## src/sv/ovl_pkg.sv

```systemverilog
`default_nettype none

package ovl_pkg;

   // request operation codes
   typedef enum logic [1:0] {
      OP_APPEND = 2'd0,
      OP_SEARCH = 2'd1,
      OP_REMOVE = 2'd2,
      OP_CLEAR  = 2'd3
   } ovl_op_type;

   // sequencer states
   typedef enum logic [1:0] {
      ST_IDLE,
      ST_SCAN,
      ST_SHIFT,
      ST_RESP
   } ovl_state_type;

   // request item
   typedef struct packed {
      logic [1:0]         opcode;
      logic signed [31:0] value;
   } ovl_req_type;

   // result item
   typedef struct packed {
      logic       ok;
      logic [3:0] position;
      logic [4:0] length;
   } ovl_rsp_type;

endpackage

`default_nettype wire

```

## src/sv/ovl_ram.sv

```systemverilog
`default_nettype none

module ovl_ram #(
   parameter int WIDTH      = 32,
   parameter int DEPTH      = 16,
   parameter int ADDR_WIDTH = (DEPTH > 1) ? $clog2(DEPTH) : 1
) (
   input  wire logic                  clock,
   input  wire logic                  wr_en,
   input  wire logic [ADDR_WIDTH-1:0] wr_addr,
   input  wire logic [WIDTH-1:0]      wr_data,
   input  wire logic [ADDR_WIDTH-1:0] rd_addr,
   output logic      [WIDTH-1:0]      rd_data
);

   logic [WIDTH-1:0] mem [DEPTH];
   logic [WIDTH-1:0] rd_data_ff;

   // one write port, registered read port
   always_ff @(posedge clock) begin
      if (wr_en) begin
         mem[wr_addr] <= wr_data;
      end
      rd_data_ff <= mem[rd_addr];
   end

   assign rd_data = rd_data_ff;

endmodule

`default_nettype wire

```

## src/sv/ovl_ctrl.sv

```systemverilog
`default_nettype none

module ovl_ctrl import ovl_pkg::*; #(
   parameter int CAPACITY    = 16,
   parameter int VALUE_WIDTH = 32,
   parameter int IDX_WIDTH   = (CAPACITY > 1) ? $clog2(CAPACITY) : 1,
   parameter int CNT_WIDTH   = $clog2(CAPACITY + 1)
) (
   input  wire logic                   clock,
   input  wire logic                   reset,
   input  wire logic                   req_valid,
   input  wire ovl_req_type            req_data,
   output logic                        req_stall,
   output logic                        ram_wr_en,
   output logic      [IDX_WIDTH-1:0]   ram_wr_addr,
   output logic      [VALUE_WIDTH-1:0] ram_wr_data,
   output logic      [IDX_WIDTH-1:0]   ram_rd_addr,
   input  wire logic [VALUE_WIDTH-1:0] ram_rd_data,
   input  wire logic                   out_free,
   output logic                        done,
   output ovl_rsp_type                 result
);

   localparam int EW = CNT_WIDTH + 1;

   ovl_state_type          state_ff, state_in;
   ovl_op_type             op_ff, op_in;
   logic [VALUE_WIDTH-1:0] key_ff, key_in;
   logic [IDX_WIDTH-1:0]   idx_ff, idx_in;
   logic [CNT_WIDTH-1:0]   count_ff, count_in;
   logic                   ok_ff, ok_in;
   logic [IDX_WIDTH-1:0]   pos_ff, pos_in;

   logic [EW-1:0]          idx_w, idx_p1, idx_p2, count_w;
   logic signed [63:0]     value_ext;
   logic [VALUE_WIDTH-1:0] req_key;
   logic [63:0]            pos_ext, count_ext;
   logic                   full, hit;

   // widened index arithmetic against the fill count
   assign idx_w     = EW'(idx_ff);
   assign idx_p1    = idx_w + EW'(1);
   assign idx_p2    = idx_w + EW'(2);
   assign count_w   = EW'(count_ff);
   assign full      = (count_w == EW'(CAPACITY));
   assign hit       = (ram_rd_data == key_ff);

   // stored key is the sign-extended value cut to the entry width
   assign value_ext = 64'(req_data.value);
   assign req_key   = value_ext[VALUE_WIDTH-1:0];

   // result fields cut to their port widths
   assign pos_ext   = 64'(pos_ff);
   assign count_ext = 64'(count_ff);
   assign result.ok       = ok_ff;
   assign result.position = pos_ext[3:0];
   assign result.length   = count_ext[4:0];

   // control registers
   always_ff @(posedge clock) begin
      if (reset) begin
         state_ff <= ST_IDLE;
         count_ff <= '0;
      end else begin
         state_ff <= state_in;
         count_ff <= count_in;
      end
   end

   // per-item working registers
   always_ff @(posedge clock) begin
      op_ff  <= op_in;
      key_ff <= key_in;
      idx_ff <= idx_in;
      ok_ff  <= ok_in;
      pos_ff <= pos_in;
   end

   // sequencer: scan one entry per cycle, shift one entry per cycle
   always_comb begin
      state_in    = state_ff;
      op_in       = op_ff;
      key_in      = key_ff;
      idx_in      = idx_ff;
      count_in    = count_ff;
      ok_in       = ok_ff;
      pos_in      = pos_ff;
      ram_wr_en   = 1'b0;
      ram_wr_addr = idx_ff;
      ram_wr_data = ram_rd_data;
      ram_rd_addr = idx_p1[IDX_WIDTH-1:0];
      req_stall   = (state_ff != ST_IDLE);
      done        = 1'b0;

      unique case (state_ff)
         ST_IDLE: begin
            ram_rd_addr = '0;
            if (req_valid) begin
               op_in  = ovl_op_type'(req_data.opcode);
               key_in = req_key;
               idx_in = '0;
               ok_in  = 1'b0;
               pos_in = '0;
               unique case (ovl_op_type'(req_data.opcode))
                  OP_APPEND: begin
                     if (!full) begin
                        ram_wr_en   = 1'b1;
                        ram_wr_addr = count_w[IDX_WIDTH-1:0];
                        ram_wr_data = req_key;
                        count_in    = count_ff + CNT_WIDTH'(1);
                        ok_in       = 1'b1;
                     end
                     state_in = ST_RESP;
                  end
                  OP_SEARCH, OP_REMOVE: begin
                     state_in = (count_ff == '0) ? ST_RESP : ST_SCAN;
                  end
                  OP_CLEAR: begin
                     count_in = '0;
                     ok_in    = 1'b1;
                     state_in = ST_RESP;
                  end
                  default: state_in = ST_RESP;
               endcase
            end
         end

         ST_SCAN: begin
            if (hit) begin
               ok_in  = 1'b1;
               pos_in = idx_ff;
               if (op_ff == OP_REMOVE) begin
                  if (idx_p1 < count_w) begin
                     state_in = ST_SHIFT;
                  end else begin
                     count_in = count_ff - CNT_WIDTH'(1);
                     state_in = ST_RESP;
                  end
               end else begin
                  state_in = ST_RESP;
               end
            end else if (idx_p1 < count_w) begin
               idx_in = idx_p1[IDX_WIDTH-1:0];
            end else begin
               state_in = ST_RESP;
            end
         end

         // read data holds the entry above idx; move it down one place
         ST_SHIFT: begin
            ram_wr_en   = 1'b1;
            ram_rd_addr = idx_p2[IDX_WIDTH-1:0];
            idx_in      = idx_p1[IDX_WIDTH-1:0];
            if (idx_p2 >= count_w) begin
               count_in = count_ff - CNT_WIDTH'(1);
               state_in = ST_RESP;
            end
         end

         ST_RESP: begin
            done = out_free;
            if (out_free) begin
               state_in = ST_IDLE;
            end
         end

         default: state_in = ST_IDLE;
      endcase
   end

endmodule

`default_nettype wire

```

## src/sv/ordered_value_list.sv

```systemverilog
// Append and clear: the result is registered, via the response state, after the item is accepted.
// Search: scans from entry 0 up to the first match or the end; one entry memory read per cycle.
// Remove: scans like search, then on a hit later entries move down one per cycle.
// No item is taken until the last result is registered; the next is taken from the idle state after it.
// A stalled output register holds the sequencer, and with it the input, until it is taken.
// Reset (synchronous) empties the list and the output register; the entry memory is not cleared.
`default_nettype none

module ordered_value_list import ovl_pkg::*; #(
   parameter int CAPACITY    = 16,
   parameter int VALUE_WIDTH = 32
) (
   input  wire logic        clock,
   input  wire logic        reset,
   input  wire logic        req_valid,
   output logic             req_stall,
   input  wire ovl_req_type req_data,
   output logic             rsp_valid,
   input  wire logic        rsp_stall,
   output ovl_rsp_type      rsp_data
);

   localparam int IDX_WIDTH = (CAPACITY > 1) ? $clog2(CAPACITY) : 1;
   localparam int CNT_WIDTH = $clog2(CAPACITY + 1);

   logic                   ram_wr_en;
   logic [IDX_WIDTH-1:0]   ram_wr_addr;
   logic [VALUE_WIDTH-1:0] ram_wr_data;
   logic [IDX_WIDTH-1:0]   ram_rd_addr;
   logic [VALUE_WIDTH-1:0] ram_rd_data;
   logic                   out_free;
   logic                   done;
   ovl_rsp_type            result;

   logic                   rsp_valid_ff, rsp_valid_in;
   ovl_rsp_type            rsp_data_ff;

   // entry storage
   ovl_ram #(
      .WIDTH (VALUE_WIDTH),
      .DEPTH (CAPACITY)
   ) u_ram (
      .clock   (clock),
      .wr_en   (ram_wr_en),
      .wr_addr (ram_wr_addr),
      .wr_data (ram_wr_data),
      .rd_addr (ram_rd_addr),
      .rd_data (ram_rd_data)
   );

   // request sequencer and fill count
   ovl_ctrl #(
      .CAPACITY    (CAPACITY),
      .VALUE_WIDTH (VALUE_WIDTH),
      .IDX_WIDTH   (IDX_WIDTH),
      .CNT_WIDTH   (CNT_WIDTH)
   ) u_ctrl (
      .clock       (clock),
      .reset       (reset),
      .req_valid   (req_valid),
      .req_data    (req_data),
      .req_stall   (req_stall),
      .ram_wr_en   (ram_wr_en),
      .ram_wr_addr (ram_wr_addr),
      .ram_wr_data (ram_wr_data),
      .ram_rd_addr (ram_rd_addr),
      .ram_rd_data (ram_rd_data),
      .out_free    (out_free),
      .done        (done),
      .result      (result)
   );

   // output register: free when empty or being taken this cycle
   assign out_free = !rsp_valid_ff || !rsp_stall;

   always_comb begin
      rsp_valid_in = rsp_valid_ff;
      if (done) begin
         rsp_valid_in = 1'b1;
      end else if (!rsp_stall) begin
         rsp_valid_in = 1'b0;
      end
   end

   always_ff @(posedge clock) begin
      if (reset) begin
         rsp_valid_ff <= 1'b0;
      end else begin
         rsp_valid_ff <= rsp_valid_in;
      end
   end

   // result item payload
   always_ff @(posedge clock) begin
      if (done) begin
         rsp_data_ff <= result;
      end
   end

   assign rsp_valid = rsp_valid_ff;
   assign rsp_data  = rsp_data_ff;

endmodule

`default_nettype wire

```

## config.mk

```make
export PLATFORM = sky130hd
export DESIGN_NAME = ordered_value_list
export DESIGN_NICKNAME = d
export VERILOG_FILES = /design/src/sv/ovl_pkg.sv /design/src/sv/ovl_ram.sv /design/src/sv/ovl_ctrl.sv /design/src/sv/ordered_value_list.sv
export SDC_FILE = /design/constraint.sdc
export NUM_CORES = 1
export LEC_CHECK = 0
export BUFFER_PORTS_ARGS = -buffer_cell sky130_fd_sc_hd__buf_2
export CORE_UTILIZATION = 55
export DETAILED_ROUTE_END_ITERATION = 10
export GPL_TIMING_DRIVEN = 1
export PLACE_DENSITY = 0.81
export SLEW_MARGIN = 5
export SYNTH_ARGS = -nofsm -noshare
export SYNTH_HDL_FRONTEND = slang
export SYNTH_SLANG_ARGS = --single-unit
```

## constraint.sdc

```tcl
create_clock -name clock -period 4.9 [get_ports clock]
set_input_delay 0 -clock clock [delete_from_list [all_inputs] [get_ports clock]]
set_output_delay 0 -clock clock [all_outputs]
set_load 0.01 [all_outputs]
```

After elaboration in Yosys (flattened, before gate mapping)
Memory sizes are Yosys's and may differ from the RTL's. A register that Yosys moved wholly into a read port is not among the register bits.
Cells that the tools add are included.
Widths: inputs -> output; s select.

word-level totals
  bits in registers = 61
  bits in writable memories = 512
  bits of input ports = 38
  output and inout port bits = 12
  logic and storage cells = 101
  memories = 1

operators by class
  $add $sub $neg = 4
  magnitude comparators = 2
  equal/unequal tests = 21
  multiplexer cells = 46
  reductions and logical operators = 16

memory list
  memory     words  bits a word  rd ports  clocked after memory_dff  wr ports  RTL line       RTL
  u_ram.mem  16     32           1         1                         1         ovl_ram.sv:16  logic [WIDTH-1:0] mem [DEPTH];

operators by type and width
  cell                 number
  $mux 32              4
  $eq 32x32->1         1
  $mux 4               8
  $mux 5               6
  $pmux 4 s2           2
  $pmux 5 s3           1
  $mux 1               12
  $mux 2               6
  $ne 2x1->1 const B   6
  $pmux 4 s3           1
  $eq 2x2->1 const B   5
  $pmux 5 s2           1
  $pmux 2 s4           1
  $reduce_and 4->1     2
  $reduce_and 8->1     1
  $ge 6x5->1           1
  $lt 6x5->1           1
  $ne 2x2->1 const B   3
  $ne 3x3->1 const B   2
  $pmux 1 s2           3
  $add 4x1->5 const B  1
  $add 4x2->5 const B  1
  $add 5x1->5 const B  1
  $eq 5x5->1 const B   1
  13 further kinds     18

Logic depth before layout (Yosys ltp)
Gate-level depths: netlist (run 1).

  depth in word-level cells = 7
  gate-level depth with buffers = 11
  depth with buffers taken out = 9

Hierarchy
From an unflattened synthesis (run 1), not the netlist that was laid out.

unflattened totals
  cell total of the unflattened synthesis = 1131
  area, all modules = 23391.2 um2

modules (own cells, without submodules)
  module              instances  cells an instance  area an instance (um2)  sequential area each (um2)
  ovl_ram             1          838                19835.3                 16015.4
  ovl_ctrl            1          279                3223.1                  1431.4
  ordered_value_list  1          14                 332.8                   320.3

Worst setup path after synthesis (run 1)
Ideal clock, no wire load.

  kind = reg-to-reg
  start = reg u_ctrl.state_ff[0]
  end = mem u_ram.mem[2][0], enable pin
  setup time = 0.421 ns
  data arrival time = 3.691 ns
  data required time = 4.479 ns
  path slack = 0.788 ns
  cell stages (with the launch flop) = 10
  path buffers = 2
  period minus slack after synthesis = 4.112 ns
  cell sequence = dfxtp_1 -> inv_1 -> ha_1 -> buf_2 -> and2_1 -> nand2_1 -> clkbuf_1 -> nor3_1 -> a31oi_1 -> nor2_1

between the ends
  longest elaborated chain between the ends = 4
  elaborated cells on any way between the ends = 6
  classes of those cells = eq/ne: 1; mux: 4; reduce/logical: 1

ends and longest elaborated chain
  element                                               RTL line        RTL
  from (decl)                                           ovl_ctrl.sv:26  ovl_state_type state_ff, state_in;
  from (signal assigned)                                ovl_ctrl.sv:65  state_ff <= state_in;
  $eq 2x2->1 / $logic_not 2->1 (equally long branches)  ovl_ctrl.sv:95  unique case (state_ff)
  $pmux 1 s2                                            ovl_ctrl.sv:95
  $mux 1                                                ovl_ram.sv:21   if (wr_en) begin
  $mux 1 (not written as such)                          ovl_ram.sv:22   mem[wr_addr] <= wr_data;
  to (decl)                                             ovl_ram.sv:16

Several ways; a longest one is shown, not always the timed one.

Worst setup path after layout (run 1)
  start = reg u_ctrl.count_ff[1]
  end = mem u_ram.mem[13][6], enable pin

between the ends
  longest elaborated chain between the ends = 7
  elaborated cells on any way between the ends = 11
  classes of those cells = eq/ne: 1; mux: 10

ends and longest elaborated chain
  element                       RTL line         RTL
  from (decl)                   ovl_ctrl.sv:30   logic [CNT_WIDTH-1:0] count_ff, count_in;
  from (signal assigned)        ovl_ctrl.sv:66   count_ff <= count_in;
  $eq 5x5->1                    ovl_ctrl.sv:45   assign full = (count_w == EW'(CAPACITY));
  $mux 1                        ovl_ctrl.sv:106  if (!full) begin
  $mux 1                        ovl_ctrl.sv:104  unique case (ovl_op_type'(req_data.opcode))
  $mux 1                        ovl_ctrl.sv:98   if (req_valid) begin
  $pmux 1 s2                    ovl_ctrl.sv:95
  $mux 1                        ovl_ram.sv:21
  $mux 1 (not written as such)  ovl_ram.sv:22

Several ways; a longest one is shown, not always the timed one.

==> results of run 1 <==
-- layout by cell type (no fill, tap or decap), types with 4 or more instances in the layout --
master and n:
nand4_1 9, clkbuf_8 6, and3_1 131, buf_2 49, a211oi_1 159, buf_4 27, nor2_4 16, clkinv_1 11
nand2_1 260, ha_1 21, nor2_1 17, a311oi_1 66, dlygate4sd3_1 38, buf_12 5, dfxtp_1 40, inv_1 16
edfxtp_1 565, o21ai_0 5, mux2_2 32, nand2b_1 4, nor3_1 9, a31oi_1 73, xnor2_1 33, clkinv_2 8
nand3_1 4, clkbuf_1 16, a21oi_1 79, clkbuf_16 55, a211oi_2 4, and2_1 5, a41oi_1 4
-- metrics by stage --
stage               setup WS (ps)  std cells  area (um^2)
global route                  686       2407        27400
global placement              976       2270        25400
detailed placement            907       2270        25400
finish                        824       2407        27400
floorplan                     788       1728        24600
CTS                           907       2407        27400
-- area by class of cell --
type / count / area [um^2]
flip-flops and latches: 605 / 17800
well taps: 592 / 741
fillers: 3134 / 16700
repair buffers: 119 / 928
inverters: 17 / 63.8
multi-input cells: 975 / 6270
clock buffers: 77 / 1520
clock inverters: 22 / 155
-- worst paths after layout --
| kind | start | end | slack, ps | cells past startpoint |
|---|---|---|---|---|
| setup / recovery | u_ctrl.count_ff[1] | u_ram.mem[13][6] | 820 | 8 |
| hold / removal | req_data[30] | u_ctrl.key_ff[30] | 120 | 2 |
| setup reg to reg | u_ctrl.count_ff[1] | u_ram.mem[13][6] | 820 | 8 |
| hold reg to reg | u_ctrl.pos_ff[3] | rsp_data[8] | 410 | 0 |
-- registers in the layout, indices dropped and copies added, names as in the netlist --
signal and count:
u_ctrl.state_ff 2, u_ctrl.count_ff 5, u_ctrl.pos_ff 4, u_ram.mem 512, u_ctrl.op_ff 2, rsp_data 10, u_ctrl.key_ff 32, u_ctrl.ok_ff 1
u_ram.rd_data 32, u_ctrl.idx_ff 4, rsp_valid 1
-- cell families (layout without fill, tap and decap cells) --
| family | Yosys count | count (layout) |
|---|---|---|
| simple gates | 473 | 473 |
| compound gates | 412 | 412 |
| buf+inv | 148 | 235 |
| xor+xnor | 35 | 35 |
| fa+ha+maj | 21 | 21 |
| mux | 34 | 34 |
| flops | 605 | 605 |
-- worst max-delay path, stage by stage, from the launching register on --
cell and delay, ps:
dfxtp_1 380, inv_1 240, ha_1 240, nor4bb_1 370
nor2b_1 130, nand2_2 660, a31oi_1 590, nor2_4 840
buf_4 310
-- report_power, final --
part	internal (mW)	switching (mW)
logic	2.36	5.59
registers	7.01	0.281
clock network	2.26	1.79
-- what timing repair did --
item	CTS	global route
setup endpoints to repair	0	0
setup buffers	0	0
hold endpoints to repair	65	0
hold buffers	38	0
-- metal layers --
metal	track usage [%]	share of wire, %
met5	0	0
met3	5.37	11
met4	7.51	2.4
met2	38.8	46
met1	37.8	41
==> flow_metrics.tcl, run 1 <==
set metrics [dict create \
    status "completed" \
    root_buffer "clkbuf_16" \
    synth_seq_cells 605 \
    grt.overflow.total 0 \
    grt_max_degree 86 \
    synth_edf_count 565 \
    p_total_mw 19.3 \
    clkTransAtPathRegs_ps 60 \
    grt_pass1_wl_mm 86.9 \
    tns_ps 0 \
    peakVddDrop_mv 0.460 \
    synth_top_area_share_pct 69.1 \
    netlist_area_um2 24600 \
    dpl.hpwl_mm 34.2 \
    syn_inst 1728 \
    synthMuxAreaShare_pct 1.55 \
    synth.avg_cell_area_um2 14.2 \
    timing.hold.ws_ps 120 \
    layout_worst_path_cycle_share_pct 83.2 \
    start_util_pct 55.7 \
    hold_class "primary input to flop" \
    die_h_um 213 \
    synth_top_area_cell "edfxtp_1" \
    synth_simple_gate_area_share_pct 9.11 \
    cap_violations 0 \
    crit_arrival_ps 4390 \
    drt_iter0_markers 2288 \
    num_vias 15300 \
    crit_required_ps 5210 \
    synth_cell_type_count 55 \
    synth_compound_area_share_pct 11.9 \
    tightest_slew_ps 1260 \
    first_pass_iters 5 \
    synth_xor_area_share_pct 1.25 \
    worst-path-max-fanout 31 \
    leakagePower_nw 9.15 \
    finClkSkew_ps 23.3 \
    diodes 0 \
    die_w_um 213 \
    synthAdderAreaFrac_pct 1.07 \
    remaining_drc_errors 0 \
    yosys-top-cells-area "edfxtp_1 69%, a211oi_1 4.9%, nand2_1 4.0%" \
    drv_slew 0 \
    antenna_found_initial 0 \
    fmax_mhz 245 \
    grt_pass1_vias 14500 \
    crit_path_end_kind "flop" \
    track_usage_pct 25.7 \
    yosys.cell_count.top_type "edfxtp_1" \
    synth_nets 1787 \
    die_area_um2 45500 \
    synth_top_family_by_area "compound AO/OA/AOI/OAI gates" \
    layout.nets 1832 \
    drt.antenna.violating_nets 0 \
    final_util_pct 62.2 \
    crit_path_start_kind "flop" \
    synth_commonest_cells "565 x edfxtp_1, 262 x nand2_1, 159 x a211oi_1, 131 x and3_1, 79 x a21oi_1" \
    hold_viol 0 \
    clock-sinks 605 \
    clk_latency_ps 610 \
    post-route-min-period_ps 4080 \
    cts_tree "yes" \
    finalSetupViolCount 0 \
    max-clock-path-buffers 3 \
    rsz0062_at_grt "no" \
    htree_levels 2 \
    synth_ff_type "edfxtp_1" \
    wl_mm 57.7 \
    yosysSeqAreaShare_pct 72.3 \
    place_congestion 0.902 \
    ys.warnings.count 0 \
    core_um2 44100 \
    cts-resized-gates 0 \
    drive_above_1_share_pct 12.1 \
    worstSetupPathType "flop to flop" \
    cts_buffers 55 \
    rows 77 \
    async_flop_share_pct 0 \
    num_io_pins 50 \
    power_density_nw_per_um2 703 \
    area_growth_pct 11.7 \
    io_buffers 49 \
    via_per_inst 6.38 \
    max-slew-margin-rel_pct 15.7 \
    post_drt_wl_per_cell_um 24.0 \
]
No activity file was read; power rests on OpenSTA's default activity.
==> run 2: changes to the inputs <==
--- a/config.mk
+++ b/config.mk
@@ -5,6 +5,7 @@
 export SDC_FILE = /design/constraint.sdc
 export NUM_CORES = 1
 export LEC_CHECK = 0
+export ABC_AREA = 1
 export BUFFER_PORTS_ARGS = -buffer_cell sky130_fd_sc_hd__buf_2
 export CORE_UTILIZATION = 55
 export DETAILED_ROUTE_END_ITERATION = 10
==> constraint.sdc (replaced) <==
create_clock -name clock -period 3.78 [get_ports clock]
set_input_delay 0 -clock clock [delete_from_list [all_inputs] [get_ports clock]]
set_output_delay 0 -clock clock [all_outputs]
set_load 0.01 [all_outputs]
==> run 2 against run 1 <==
- count of clock-buffer cells in the layout shrank 4
- register-to-register slack lost 320 ps
- fmax grew 24%
- sequential power grew 29%
- setup slack lost 320 ps
- highest routed layer unchanged
- via count grew 2.4%
- area after synthesis grew 2.3%
- cell count grew 15%
- critical path type unchanged
- global-route usage shrank 2.5 points
- routed wire length shrank 7.0%
- total power grew 28%
==> flow_metrics.tcl, run 2 <==
set metrics [dict create \
    hold_class "primary input to flop" \
    num_io_pins 50 \
    synth_commonest_cells "565 x edfxtp_1, 319 x inv_1, 254 x nand2_1, 203 x nand3_1, 147 x a21oi_1" \
    grt.overflow.total 0 \
    yosys.cell_count.top_type "edfxtp_1" \
    post-route-min-period_ps 3280 \
    grt_pass1_wl_mm 83.1 \
    peakVddDrop_mv 1.16 \
    antenna_found_initial 0 \
    instances_no_fill 2779 \
    rows 77 \
    start_util_pct 56.3 \
    final_util_pct 63.7 \
    remaining_drc_errors 0 \
    clkPwrFrac_pct 22.8 \
    netlist_area_um2 25100 \
    diodes 0 \
    synth_top_area_cell "edfxtp_1" \
    syn_inst 2067 \
    reg2reg_depth 10 \
    layout_worst_path_cycle_share_pct 86.8 \
    hold_end "u_ctrl.state_ff[1]" \
    grt_pass1_vias 15400 \
    worstSetupPathType "flop to flop" \
    core_um2 44600 \
    drv_slew 0 \
    hold_viol 0 \
    synth.avg_cell_area_um2 12.2 \
    finalSetupViolCount 0 \
    p_int_mw 15.2 \
    clk_latency_ps 620 \
    synth_top_area_share_pct 67.6 \
    synth_cell_type_count 31 \
    dp.cells 2634 \
    crit_required_ps 4090 \
    clkTransAtPathRegs_ps 70 \
    r2r_end "u_ram.mem[8][25]" \
    yosysSeqAreaShare_pct 70.7 \
    pwr-share-seq_pct 38.4 \
    min_from "req_valid" \
    worst-path-max-fanout 17 \
    layout_commonest_cell "edfxtp_1" \
    htree_levels 2 \
    via_per_inst 5.65 \
    die_w_um 216 \
    ff2ff_setup_slack_ps 500 \
    async_flop_share_pct 0 \
    timing.hold.ws_ps 94.7 \
    first_pass_iters 6 \
    largest_register "u_ram.mem" \
    holdPathStages 6 \
    layout.nets 2198 \
    yosys-top-cells-area "edfxtp_1 68%, inv_1 4.8%, nand3_1 4.0%" \
    dpl.hpwl_mm 30.9 \
    leakagePower_nw 10.5 \
    io_buffers 49 \
    tightest_slew_ps 1180 \
    cap_violations 0 \
    track_usage_pct 23.1 \
    drt.antenna.violating_nets 0 \
    finClkSkew_ps 14.3 \
    synth_seq_cells 605 \
    largest_reg_flops 512 \
    status "completed" \
    area_growth_pct 13.1 \
    fmax_mhz 305 \
    root_buffer "clkbuf_16" \
    most-common-layout-cells "565 x edfxtp_1, 317 x inv_1, 254 x nand2_1, 203 x nand3_1, 147 x a21oi_1" \
    max-slew-margin-rel_pct 21.5 \
    p_sw_mw 9.43 \
    die_area_um2 46500 \
    max-clock-path-buffers 3 \
    power_density_nw_per_um2 866 \
    r2r-start "u_ctrl.count_ff[0]" \
    crit_path_end_kind "flop" \
    num_vias 15700 \
    drt_iter0_markers 1821 \
    die_h_um 216 \
    p_comb_share_pct 38.8 \
    synth_ff_type "edfxtp_1" \
    cts_tree "yes" \
    cts-resized-gates 0 \
    wl_mm 53.7 \
    clock-sinks 605 \
    crit_path_start_kind "flop" \
    crit_arrival_ps 3590 \
    rsz0062_at_grt "no" \
    place_congestion 0.878 \
    grt_max_degree 145 \
    p_total_mw 24.6 \
    synth_edf_count 565 \
    synth_nets 2126 \
    ys.warnings.count 0 \
    cts_buffers 58 \
    drive_above_1_share_pct 10.2 \
    switching_share_pct 38.3 \
    post_drt_wl_per_cell_um 19.3 \
]
==> run 2: what timing repair did <==
action | 4_1_cts | 5_1_grt
setup buffers | 0 | 0
endpoints found under the hold margin | 231 | 0
hold buffers | 37 | 0
==> run 2: power groups by stage <==
stage	combinational [mW]	clock [mW]	sequential [mW]
after detailed placement	9.36	0	9.57
after floorplan	6.85	0	9.49
after global placement	9.00	0	9.54
final	9.55	5.62	9.44
after CTS	9.52	5.68	9.44
after global routing	10.6	5.94	9.50
==> run 2: worst max-delay path: stages (launching register included) <==
cell and delay, ps:
dfxtp_1 490, inv_1 140, ha_1 240, nand3_1 100, nand2_1 70, inv_2 60
nand2_2 140, o21ai_0 410, nand3_1 420, nor2_4 630, buf_12 250
==> run 2: final cells by class <==
class | count | area [um^2]
multi-input cells | 1029 | 5680
repair buffers | 122 | 1160
clock inverters | 35 | 279
fillers | 3102 | 16200
well taps | 592 | 741
flip-flops and latches | 605 | 17800
clock buffers | 73 | 1560
inverters | 323 | 1220
==> run 2: stage by stage <==
step	TNS, ps	setup WS [ps]	area, um^2
after floorplan	-62120	-146	25100
after CTS	0	503	28400
after global routing	0	284	28400
final	0	500	28400
after global placement	0	590	26200
after detailed placement	0	464	26200
==> run 2: worst max-delay path by stage <==
stage / start / cells after the start / end
global route: u_ctrl.idx_ff[2] / 14 / u_ctrl.state_ff[0]
finish: u_ctrl.count_ff[0] / 10 / u_ram.mem[8][25]
global placement: u_ctrl.count_ff[0] / 10 / u_ram.mem[8][24]
detailed placement: u_ctrl.count_ff[0] / 10 / u_ram.mem[8][24]
CTS: u_ctrl.count_ff[0] / 10 / u_ram.mem[8][25]
floorplan: u_ctrl.state_ff[1] / 9 / u_ram.mem[0][0]
==> run 2: cells by family after synthesis <==
family / after synthesis / synth area share, %
DFF: 605 / 70.7
and+or+nand+nor: 528 / 9.05
buffers and inverters: 433 / 7.20
AOI/OAI and AO/OA: 430 / 9.99
xor gates and xnor gates: 27 / 0.942
muxes: 23 / 1.03
adders and majority gates: 21 / 1.05
==> run 2: metal layers <==
layer  GRT usage [%]  part of all wire [%]
met2            38.9                    50
met1            30.0                    40
met3            3.69                   7.0
met4            9.72                   3.5
met5               0                     0
